===== config.mk =====
export PLATFORM = sky130hd
export DESIGN_NAME = file_sync_poll_scheduler
export DESIGN_NICKNAME = d
export VERILOG_FILES = /design/src/rtl/fsps_pkg.sv /design/src/rtl/fsps_ctrl.sv /design/src/rtl/fsps_dp.sv /design/src/rtl/file_sync_poll_scheduler.sv
export SDC_FILE = /design/constraint.sdc
export NUM_CORES = 2
export LEC_CHECK = 0
export ABC_AREA = 0
export BUFFER_PORTS_ARGS = -buffer_cell sky130_fd_sc_hd__buf_2
export CAP_MARGIN = 20
export CORE_ASPECT_RATIO = 0.8
export CORE_MARGIN = 2
export CORE_UTILIZATION = 30
export CTS_CLUSTER_SIZE = 12
export DETAILED_ROUTE_END_ITERATION = 8
export PLACE_DENSITY_LB_ADDON = 0.12
export SLEW_MARGIN = 0
export SYNTH_ARGS = -nofsm -noshare
export SYNTH_HDL_FRONTEND = slang
export SYNTH_SLANG_ARGS = --single-unit

===== constraint.sdc =====
create_clock -name clk -period 23.8 [get_ports clk]
set_clock_uncertainty 0.05 [all_clocks]
set_input_delay 2.38 -clock clk [delete_from_list [all_inputs] [get_ports clk]]
set_output_delay 2.38 -clock clk [all_outputs]
set_load 0.02 [all_outputs]

===== src/rtl/fsps_pkg.sv =====
// Shared types and constants for the file sync poll scheduler.
// Used by the controller, the datapath, the top level and the checker.
`timescale 1ns / 1ps
`default_nettype none

package fsps_pkg;

  localparam int MAX_FILES = 32;
  localparam int IDX_W     = 5;   // file index
  localparam int DIR_W     = 6;   // directory size, holds MAX_FILES itself
  localparam int TIME_W    = 32;
  localparam int CFG_IDX_W = 1;
  localparam int CFG_W     = 32;

  localparam logic [CFG_IDX_W-1:0] CFG_FILES_IN_USE   = 1'd0;
  localparam logic [CFG_IDX_W-1:0] CFG_TIMEOUT_PERIOD = 1'd1;

  localparam logic [DIR_W-1:0]  FILES_RST   = 6'd32;
  localparam logic [TIME_W-1:0] TIMEOUT_RST = 32'd1000000;

  typedef enum logic [2:0] {
    CMD_ADD    = 3'd0,
    CMD_REMOVE = 3'd1,
    CMD_RD_END = 3'd2,
    CMD_WR_END = 3'd3,
    CMD_IDLE   = 3'd4,
    CMD_TICK   = 3'd5,
    CMD_START  = 3'd6
  } cmd_t;

  typedef enum logic [1:0] {
    ACT_NONE  = 2'd0,
    ACT_READ  = 2'd1,
    ACT_WRITE = 2'd2
  } act_t;

  // controller -> datapath
  typedef struct packed {
    logic latch_in;
    logic exec;
    logic walk_step;
    logic sweep_step;
    logic load_out;
  } ctl_t;

  // datapath -> controller
  typedef struct packed {
    cmd_t cmd;
    logic busy;
    logic walk_last;
    logic sweep_last;
  } sts_t;

endpackage

`default_nettype wire


===== src/rtl/fsps_ctrl.sv =====
// Controller state machine of the file sync poll scheduler.
// Depends on fsps_pkg; drives the datapath through ctl_t, watches sts_t.
`timescale 1ns / 1ps
`default_nettype none

module fsps_ctrl
  import fsps_pkg::*;
(
  input  wire  clk,
  input  wire  rst_n,
  input  wire  in_valid,
  output logic in_ready,
  output logic out_valid,
  input  wire  out_ready,
  input  sts_t sts,
  output ctl_t ctl
);

  typedef enum logic [2:0] {
    S_IDLE,
    S_DECODE,
    S_WALK,
    S_SWEEP,
    S_POST
  } state_t;

  state_t state_r, state_nxt;
  logic   out_valid_r;
  logic   out_free;

  assign out_free  = !out_valid_r || out_ready;
  assign in_ready  = (state_r == S_IDLE);
  assign out_valid = out_valid_r;

  always_comb begin
    ctl.latch_in   = (state_r == S_IDLE) && in_valid;
    ctl.exec       = (state_r == S_DECODE);
    ctl.walk_step  = (state_r == S_WALK);
    ctl.sweep_step = (state_r == S_SWEEP);
    ctl.load_out   = (state_r == S_POST) && out_free;
  end

  always_comb begin
    state_nxt = state_r;
    unique case (state_r)
      S_IDLE: begin
        if (in_valid) state_nxt = S_DECODE;
      end
      S_DECODE: begin
        unique case (sts.cmd)
          CMD_IDLE:            state_nxt = sts.busy ? S_POST : S_WALK;
          CMD_TICK, CMD_START: state_nxt = S_SWEEP;
          default:             state_nxt = S_POST;
        endcase
      end
      S_WALK: begin
        if (sts.walk_last) state_nxt = S_POST;
      end
      S_SWEEP: begin
        if (sts.sweep_last) state_nxt = S_POST;
      end
      S_POST: begin
        if (out_free) state_nxt = S_IDLE;
      end
      default: state_nxt = S_IDLE;
    endcase
  end

  always_ff @(posedge clk) begin
    if (!rst_n) begin
      state_r     <= S_IDLE;
      out_valid_r <= 1'b0;
    end else begin
      state_r <= state_nxt;
      if (ctl.load_out) out_valid_r <= 1'b1;
      else if (out_ready) out_valid_r <= 1'b0;
    end
  end

endmodule

`default_nettype wire


===== src/rtl/fsps_dp.sv =====
// Datapath of the file sync poll scheduler: configuration, subscription
// bits, stamps, scan pointer, walk and sweep logic, result registers.
// Depends on fsps_pkg; controlled by fsps_ctrl through ctl_t.
`timescale 1ns / 1ps
`default_nettype none

module fsps_dp
  import fsps_pkg::*;
(
  input  wire                    clk,
  input  wire                    rst_n,
  input  wire                    cfg_we,
  input  wire  [CFG_IDX_W-1:0]   cfg_index,
  input  wire  [CFG_W-1:0]       cfg_wdata,
  input  wire  [2:0]             in_cmd,
  input  wire  [IDX_W-1:0]       in_file_index,
  input  wire  [1:0]             in_access_flags,
  input  wire  [TIME_W-1:0]      in_now_us,
  input  wire                    in_link_busy,
  input  ctl_t                   ctl,
  output sts_t                   sts,
  output logic                   out_status,
  output logic [1:0]             out_action,
  output logic [IDX_W-1:0]       out_action_file,
  output logic [MAX_FILES-1:0]   out_read_timeouts,
  output logic [MAX_FILES-1:0]   out_write_timeouts
);

  // configuration
  logic [DIR_W-1:0]  files_r;
  logic [TIME_W-1:0] tmo_r;

  // latched input beat
  cmd_t              cmd_r;
  logic [IDX_W-1:0]  file_r;
  logic [1:0]        flags_r;
  logic [TIME_W-1:0] now_r;
  logic              busy_r;

  // block state
  logic [MAX_FILES-1:0] rsub_r, wsub_r;
  logic [TIME_W-1:0]    rstamp_r [MAX_FILES];
  logic [TIME_W-1:0]    wstamp_r [MAX_FILES];
  logic [IDX_W-1:0]     ptr_r;
  logic                 rissued_r;
  logic [IDX_W-1:0]     cnt_r;

  // result under construction and result on the output
  logic                 res_status_r;
  act_t                 res_action_r;
  logic [IDX_W-1:0]     res_afile_r;
  logic [MAX_FILES-1:0] res_rmask_r, res_wmask_r;
  logic                 out_status_r;
  act_t                 out_action_r;
  logic [IDX_W-1:0]     out_afile_r;
  logic [MAX_FILES-1:0] out_rmask_r, out_wmask_r;

  logic [DIR_W-1:0]  dir_n;
  logic              ptr_in, hit_rd, hit_wr;
  logic [DIR_W-1:0]  ptr_inc, cnt_inc;
  logic [IDX_W-1:0]  ptr_next;
  logic              file_ok, flag_ok, is_add;
  logic [TIME_W-1:0] past, rage, wage;
  logic              rd_to, wr_to;

  // effective directory size: saturate, and zero counts as one
  always_comb begin
    if (files_r > DIR_W'(MAX_FILES)) dir_n = DIR_W'(MAX_FILES);
    else if (files_r == '0)           dir_n = DIR_W'(1);
    else                              dir_n = files_r;
  end

  // walk step at the scan pointer
  assign ptr_in   = {1'b0, ptr_r} < dir_n;
  assign ptr_inc  = {1'b0, ptr_r} + DIR_W'(1);
  assign ptr_next = (ptr_inc >= dir_n) ? '0 : ptr_inc[IDX_W-1:0];
  assign hit_rd   = !rissued_r && ptr_in && rsub_r[ptr_r];
  assign hit_wr   = ptr_in && wsub_r[ptr_r];

  // sweep step at the counter
  assign cnt_inc = {1'b0, cnt_r} + DIR_W'(1);
  assign past    = now_r - tmo_r;
  assign rage    = now_r - rstamp_r[cnt_r];
  assign wage    = now_r - wstamp_r[cnt_r];
  assign rd_to   = rage >= tmo_r;
  assign wr_to   = wage >= tmo_r;

  assign file_ok = {1'b0, file_r} < dir_n;
  assign flag_ok = |flags_r;
  assign is_add  = (cmd_r == CMD_ADD);

  always_comb begin
    sts.cmd        = cmd_r;
    sts.busy       = busy_r;
    sts.walk_last  = hit_rd || hit_wr || (ptr_next == '0);
    sts.sweep_last = cnt_inc >= dir_n;
  end

  // state with reset values
  always_ff @(posedge clk) begin
    if (!rst_n) begin
      files_r   <= FILES_RST;
      tmo_r     <= TIMEOUT_RST;
      rsub_r    <= '0;
      wsub_r    <= '0;
      ptr_r     <= '0;
      rissued_r <= 1'b0;
      cnt_r     <= '0;
      for (int i = 0; i < MAX_FILES; i++) begin
        rstamp_r[i] <= '0;
        wstamp_r[i] <= '0;
      end
    end else begin
      if (cfg_we) begin
        if (cfg_index == CFG_FILES_IN_USE) files_r <= cfg_wdata[DIR_W-1:0];
        else if (cfg_index == CFG_TIMEOUT_PERIOD) tmo_r <= cfg_wdata[TIME_W-1:0];
      end

      if (ctl.exec) begin
        cnt_r <= '0;
        unique case (cmd_r)
          CMD_ADD, CMD_REMOVE: begin
            if (file_ok) begin
              if (flags_r[0]) begin
                rsub_r[file_r] <= is_add;
                if (is_add) rstamp_r[file_r] <= now_r;
              end
              if (flags_r[1]) begin
                wsub_r[file_r] <= is_add;
                if (is_add) wstamp_r[file_r] <= now_r;
              end
            end
          end
          CMD_RD_END: rstamp_r[ptr_r] <= now_r;
          CMD_WR_END: wstamp_r[ptr_r] <= now_r;
          CMD_START:  ptr_r <= '0;
          default: ;
        endcase
      end

      if (ctl.walk_step) begin
        // read first, then write and advance
        priority if (hit_rd) begin
          rissued_r <= 1'b1;
        end else if (hit_wr) begin
          rissued_r <= 1'b0;
          ptr_r     <= ptr_next;
        end else begin
          ptr_r <= ptr_next;
        end
      end

      if (ctl.sweep_step) begin
        if (cmd_r == CMD_TICK) begin
          if (rd_to) rstamp_r[cnt_r] <= past;
          if (wr_to) wstamp_r[cnt_r] <= past;
        end else begin
          rstamp_r[cnt_r] <= now_r;
          wstamp_r[cnt_r] <= now_r;
        end
        cnt_r <= cnt_inc[IDX_W-1:0];
      end
    end
  end

  // payload: input latch, working result, output register
  always_ff @(posedge clk) begin
    if (ctl.latch_in) begin
      cmd_r   <= cmd_t'(in_cmd);
      file_r  <= in_file_index;
      flags_r <= in_access_flags;
      now_r   <= in_now_us;
      busy_r  <= in_link_busy;
    end

    if (ctl.exec) begin
      res_status_r <= ((cmd_r == CMD_ADD) || (cmd_r == CMD_REMOVE)) &&
                      !(file_ok && flag_ok);
      res_action_r <= ACT_NONE;
      res_afile_r  <= '0;
      res_rmask_r  <= '0;
      res_wmask_r  <= '0;
    end

    if (ctl.walk_step && (hit_rd || hit_wr)) begin
      res_action_r <= hit_rd ? ACT_READ : ACT_WRITE;
      res_afile_r  <= ptr_r;
    end

    if (ctl.sweep_step && (cmd_r == CMD_TICK)) begin
      if (rd_to) res_rmask_r[cnt_r] <= 1'b1;
      if (wr_to) res_wmask_r[cnt_r] <= 1'b1;
    end

    if (ctl.load_out) begin
      out_status_r <= res_status_r;
      out_action_r <= res_action_r;
      out_afile_r  <= res_afile_r;
      out_rmask_r  <= res_rmask_r;
      out_wmask_r  <= res_wmask_r;
    end
  end

  assign out_status         = out_status_r;
  assign out_action         = out_action_r;
  assign out_action_file    = out_afile_r;
  assign out_read_timeouts  = out_rmask_r;
  assign out_write_timeouts = out_wmask_r;

endmodule

`default_nettype wire


===== src/rtl/file_sync_poll_scheduler.sv =====
// Top level of the file sync poll scheduler.
// Depends on fsps_pkg, fsps_ctrl and fsps_dp.
//
// One command beat in, one result beat out. Add and remove set or clear a
// file's read and write subscription bits (add also stamps them with
// now_us); a bad file index or empty flags returns status 1. Read end and
// write end stamp the file under the scan pointer. Idle, unless the link is
// busy, walks from the scan pointer toward the end of the directory one
// file per cycle and returns at most one remote read or remote write
// request. Tick checks every directory file, one per cycle, and reports
// the read and write stamps that have aged by timeout_period or more,
// rearming them to now minus the timeout. Start stamps every directory
// file and rewinds the pointer. Add, remove, read end, write end, a busy
// idle and the unused code go from decode straight to the result; idle
// walks first, and tick and start sweep first. The sweep uses the single
// sweep counter and the walk the single walk pointer, which visit one
// stamp pair or one subscription pair per cycle. in_ready is high only
// between items; a finished result sits in the output register, so the
// next beat is accepted and worked on while the previous result waits
// for out_ready. Write configuration only while no item is in flight.
`timescale 1ns / 1ps
`default_nettype none

module file_sync_poll_scheduler
  import fsps_pkg::*;
(
  input  wire                   clk,
  input  wire                   rst_n,
  // command channel
  input  wire                   in_valid,
  output logic                  in_ready,
  input  wire  [2:0]            in_cmd,
  input  wire  [IDX_W-1:0]      in_file_index,
  input  wire  [1:0]            in_access_flags,
  input  wire  [TIME_W-1:0]     in_now_us,
  input  wire                   in_link_busy,
  // result channel
  output logic                  out_valid,
  input  wire                   out_ready,
  output logic                  out_status,
  output logic [1:0]            out_action,
  output logic [IDX_W-1:0]      out_action_file,
  output logic [MAX_FILES-1:0]  out_read_timeouts,
  output logic [MAX_FILES-1:0]  out_write_timeouts,
  // configuration writes
  input  wire                   cfg_we,
  input  wire  [CFG_IDX_W-1:0]  cfg_index,
  input  wire  [CFG_W-1:0]      cfg_wdata
);

  ctl_t ctl;
  sts_t sts;

  // sequencing: accept, decode, walk or sweep, post the result
  fsps_ctrl u_ctrl (
    .clk       (clk),
    .rst_n     (rst_n),
    .in_valid  (in_valid),
    .in_ready  (in_ready),
    .out_valid (out_valid),
    .out_ready (out_ready),
    .sts       (sts),
    .ctl       (ctl)
  );

  // storage and per-step arithmetic
  fsps_dp u_dp (
    .clk                (clk),
    .rst_n              (rst_n),
    .cfg_we             (cfg_we),
    .cfg_index          (cfg_index),
    .cfg_wdata          (cfg_wdata),
    .in_cmd             (in_cmd),
    .in_file_index      (in_file_index),
    .in_access_flags    (in_access_flags),
    .in_now_us          (in_now_us),
    .in_link_busy       (in_link_busy),
    .ctl                (ctl),
    .sts                (sts),
    .out_status         (out_status),
    .out_action         (out_action),
    .out_action_file    (out_action_file),
    .out_read_timeouts  (out_read_timeouts),
    .out_write_timeouts (out_write_timeouts)
  );

endmodule

`default_nettype wire


# Yosys cells after proc, flatten, opt, wreduce, memory -nomap -nowiden
# Memory sizes are Yosys's and may differ from the RTL's. A register that Yosys moved wholly into a read port is not among the register bits.
# Index checks and enable logic that the tools add are counted.
dict set report classes {
  n_addsub 5
  magnitude_cmp 12
  n_eq_ne 14
  muxes 100
  bitwise 5
  reduce_logical 41
}
# operator count
set op_table {}
lappend op_table {{2-to-1 mux 32 bit} 14}
lappend op_table {{OR reduction 32 bit} 6}
lappend op_table {{subtractor 32 bit} 3}
lappend op_table {{2-to-1 mux 5 bit} 18}
lappend op_table {{bitwise mux 32 bit} 2}
lappend op_table {{>= comparator 32 bit} 2}
lappend op_table {{OR 32 bit} 2}
lappend op_table {{2-to-1 mux 1 bit} 50}
lappend op_table {{less-than comparator 5 x 6 -> 1 bit, second input constant} 3}
lappend op_table {{2-to-1 mux 3 bit} 5}
lappend op_table {{case mux 3 bit (5 select lines)} 1}
lappend op_table {{adder 5 x 1 -> 6 bit, second input constant} 2}
lappend op_table {{equality test 3 x 2 -> 1 bit, second input constant} 4}
lappend op_table {{equality test 3 bit, second input constant} 4}
lappend op_table {{>= comparator 6 bit} 2}
lappend op_table {{less-than comparator 5 x 6 -> 1 bit} 2}
lappend op_table {{2-to-1 mux 6 bit} 2}
lappend op_table {{AND reduction 4 bit} 3}
lappend op_table {{logical AND 1 bit} 11}
lappend op_table {{binary-select mux 1 bit (select 5 bit)} 2}
lappend op_table {{demux 1 bit (select 5 bit)} 2}
lappend op_table {{>= comparator 5 x 1 -> 1 bit, second input constant} 2}
lappend op_table {{nonzero test 2 bit} 4}
lappend op_table {{equality test 3 x 1 -> 1 bit, second input constant} 2}
lappend op_table {{other kinds (14)} 29}
dict set report word_totals {
  ff_bits 304
  mem_bits_rw 2048
  input_bits 81
  wordCells 203
  n_memories 2
}
# name depth width read_ports rd_clocked_by_memory_dff write_ports line
set memory_table {}
lappend memory_table {u_dp.rstamp_r 32 32 1 1 32 fsps_dp.sv:42} ;# logic [TIME_W-1:0] rstamp_r [MAX_FILES];
lappend memory_table {u_dp.wstamp_r 32 32 1 1 32 fsps_dp.sv:43} ;# logic [TIME_W-1:0] wstamp_r [MAX_FILES];

# Depth between registers and ports, before layout
dict set report depth {
  word_depth 13
  depth_mapped 33
  depth_no_buf 27
}

# Hierarchy
# From an unflattened synthesis, not the netlist that was laid out.
dict set report unflattened {
  hier_cells 9630
  hier_area_um2 121170.0
}
# mod n_inst cells_per_inst area_each_um2 seq_area_each_um2
set by_module_without_submodules {}
lappend by_module_without_submodules {fsps_dp 1 9593 120889.7 68836.0}
lappend by_module_without_submodules {fsps_ctrl 1 37 280.3 80.1}

# Worst setup path after synthesis
# OpenSTA, ideal clock, no wires.
dict set report synth_path {
  path_kind {reg2reg}
  start {reg with a tool-made name}
  end {mem u_dp.rstamp_r[19][0] (enable)}
  arrival_time_ns 7.740
  setup_slack_ns 15.620
  path_stages_with_launch 30
  cell_sequence {dfxtp_1 buf_2 buf_2 clkbuf_1 buf_1 mux4_2 mux4_2 mux2i_1 ha_1 a21o_1 a221oi_1 o21ai_0 a31o_2 a31oi_1 a21oi_1 a21oi_1 o21bai_1 a21oi_1 xnor2_1 ha_1 nand4_1 or4_1 a21oi_2 nor3_1 nand2b_1 buf_4 o22ai_1 nand2_1 buf_2 nand2_1}
}
# element line
set synth_lines {}
lappend synth_lines {{end, declared} fsps_dp.sv:42}

==> flow_metrics.py <==
metrics = {
    "run_status": {
        "status": "completed",
    },
    "logic_synthesis": {
        "synth_top_area_cell": "edfxtp_1",
        "ys.flop_type": "edfxtp_1",
        "syn-cell-area_um2": 107000,
        "ys_seq_area_frac": 0.645,
        "yosys-top-cells-area": "edfxtp_1, mux4_2, nor2_1",
        "synth_edf_count": 2171,
        "async_flop_share": 0,
        "yosys_warnings": 0,
        "synth.distinct_cells": 87,
        "yosys-top-cells-count": "edfxtp_1, nor2_1, mux4_2",
        "syn_avg_cell_area_um2": 14.4,
        "yosysTopAreaCellShare": 0.610,
        "syn_inst": 7410,
        "synth.ff_latch_count": 2357,
        "synth_nets": 7679,
        "yosysMostFrequentCell": "edfxtp_1",
    },
    "setup_path": {
        "crit_fanout": 81,
        "required_ns": 24.26,
        "crit_arrival_ns": 12.92,
        "crit_slowest_cell": "nand2_2",
        "startpoint_type": "register",
        "slowest_delay_ns": 1.09,
        "endpoint_kind": "register",
        "path_class": "register to register",
        "cp_common_cell": "buf_4",
    },
    "final_layout": {
        "fillCellCount": 33900,
        "drive_gt1_frac": 0.217,
        "nNetsFinal": 7702,
        "synthToLayoutAreaGrowth_pct": 13.8,
    },
    "timing": {
        "finalSetupViolCount": 0,
        "rsz0062_at_grt": "false",
        "slew_headroom": 0.232,
        "timing.fmax_mhz": 80.2,
        "fin_setup_tns_ns": 0,
        "tightest_slew_ns": 1.15,
        "min_period_over_period": 0.524,
        "fin_crit_ns": 12.47,
        "holdWs_ns": 0.375,
        "drv_slew": 0,
        "hold_viol_final": 0,
    },
    "floorplan": {
        "initial_core_util": 0.302,
        "die_area_um2": 361000,
        "num_rows": 195,
        "die_w_um": 671,
        "core_um2": 354000,
        "io_pins": 155,
        "die_h_um": 538,
    },
    "clocking": {
        "h-tree-depth": 5,
        "clock_path_buffers": 4,
        "clkTransAtPathRegs_ns": 0.06,
        "cts_setup_buffers": 0,
        "cts_sinks": 2357,
        "cts_resized": 0,
        "cts_tree": "done",
        "insertion_delay_ns": 0.91,
        "root_buffer": "clkbuf_16",
        "numCtsBuffers": 272,
        "ctsHoldBuffers": 0,
    },
    "global_route": {
        "grt_max_degree": 104,
        "grt_antenna_before_repair": 36,
        "track_usage": 0.203,
        "grt_overflow": 0,
        "grt_pass1_wl_um": 522000,
        "grt_pass1_vias": 63800,
    },
    "routing": {
        "final_antenna_net_count": 0,
        "drtPass1Iterations": 5,
        "drc": 0,
        "wl_um": 374000,
        "post_drt_via_cell_ratio": 5.24,
        "vias": 64800,
        "drtIter0Drc": 7169,
        "wl_per_cell_um": 30.2,
    },
    "worst_hold_path": {
        "min_from": "u_dp.res_rmask_r[19]",
        "hp-class": "register to register",
    },
    "power_and_ir_drop": {
        "ir_drop_mv": 0.0524,
        "leakage_nw": 41.4,
        "swShare": 0.247,
        "powerDensity_nw_per_um2": 78.3,
        "combPwrFrac": 0.080,
        "p_int_w": 0.00717,
        "clkPwrFrac": 0.425,
        "p_switching_w": 0.00235,
        "p_seq_frac": 0.495,
    },
    "place": {
        "portBuffers": 154,
        "dpl.hpwl_um": 240000,
        "gp_congestion": 0.850,
    },
    "job": {
        "cap_violations": 0,
    },
}
registers in the layout, summed over array words and instances (netlist names), 3 cells and up, named ones only:
| name | cells |
|---|---|
| u_dp.cnt_r | 5 |
| u_dp.out_read_timeouts | 32 |
| u_dp.out_action_file | 5 |
| u_dp.out_write_timeouts | 32 |
| u_ctrl.state_r | 3 |
| u_dp.res_afile_r | 5 |
| u_dp.wsub_r | 32 |
| u_dp.res_rmask_r | 32 |
| u_dp.tmo_r | 32 |
| u_dp.res_wmask_r | 32 |
| u_dp.cmd_r | 3 |
| u_dp.wstamp_r | 1024 |
| u_dp.rsub_r | 32 |
| u_dp.files_r | 6 |
| u_dp.file_r | 5 |
| u_dp.rstamp_r | 1024 |
| u_dp.now_r | 32 |
| u_dp.ptr_r | 5 |
final timing paths:
check / to / slack (ns) / cells past startpoint
max: u_dp.rstamp_r[7][27] / 11.33 / 31
min: u_dp.out_read_timeouts[19] / 0.37 / 0
max reg2reg: u_dp.rstamp_r[7][27] / 11.33 / 31
min reg2reg: u_dp.out_read_timeouts[19] / 0.37 / 0
worst max-delay path, delay by kind of cell, from the launching register on:
family | cells | cell delay [ns]
AO/OA/AOI/OAI | 11 | 2.63
XOR/XNOR | 1 | 0.15
adder cells (fa/ha/maj) | 2 | 0.63
buffers and inverters | 6 | 2.87
flip-flops | 1 | 0.62
multiplexers | 3 | 1.40
AND/OR/NAND/NOR | 8 | 3.33
per-layer routing:
layer / GRT usage / wire length [um] / up-vias
li1: - / - / 27600
met2: 0.309 / 166000 / 2259
met4: 0.0415 / 8070 / 18
met3: 0.0326 / 23400 / 420
met5: 0 / 115 / -
met1: 0.306 / 176000 / 34500
power by group through the flow:
stage          Combinational [W]  Clock [W]  Sequential, W
3_5_place_dp            0.000762          0        0.00480
2_1_floorplan           0.000448          0        0.00477
3_3_place_gp            0.000751          0        0.00480
4_1_cts                 0.000765    0.00412        0.00471
6_report                0.000766    0.00404        0.00471
5_1_grt                 0.000820    0.00427        0.00472
metrics by stage:
step	utilization	instance area, um^2	total power (W)	instances	setup WS [ns]
floorplan	-	107000	0.00522	7410	15.62
global route	0.344	122000	0.00981	12400	10.48
detailed placement	0.320	113000	0.00556	11900	11.32
finish	0.344	122000	0.00952	12400	11.33
global placement	0.319	113000	0.00555	11900	10.47
CTS	0.343	121000	0.00960	12400	11.26
cell usage in the layout, fill, tap and decap left out, types with 25 or more instances in the layout:
master and instances:
a211oi_1 81, a21o_1 51, a21oi_1 207, a22o_1 64, buf_2 153, buf_4 191
clkbuf_1 72, clkbuf_16 279, clkinv_1 47, clkinv_2 39, dfxtp_1 181, edfxtp_1 2171
ha_1 185, inv_1 64, mux2i_1 75, mux2i_4 52, mux4_2 657, nand2_1 160
nand2_2 109, nand2b_1 25, nand3_1 36, nor2_1 2163, nor2b_1 28, nor3_1 38
o21ai_0 58, xnor2_1 60, xor2_1 28
kinds of logic after synthesis:
group,share of synthesized area
and+or+nand+nor,0.101
DFF,0.645
muxes,0.154
buffers and inverters,0.0320
AOI/OAI and AO/OA,0.0379
adders and majority gates,0.0222
xor gates and xnor gates,0.00753
cell type report:
class / instances / area [um^2] / area share
multi-input combinational: 4362 / 35300 / 0.290
sequential: 2357 / 68900 / 0.567
antenna: 6 / 15.0 / 0.000123
clock buffer: 355 / 7310 / 0.0601
inverter: 65 / 246 / 0.00203
tap: 4728 / 5920 / 0.0487
clock inverter: 126 / 1020 / 0.00837
timing repair buffer: 375 / 2830 / 0.0233
(Power assumes the default switching activity.)
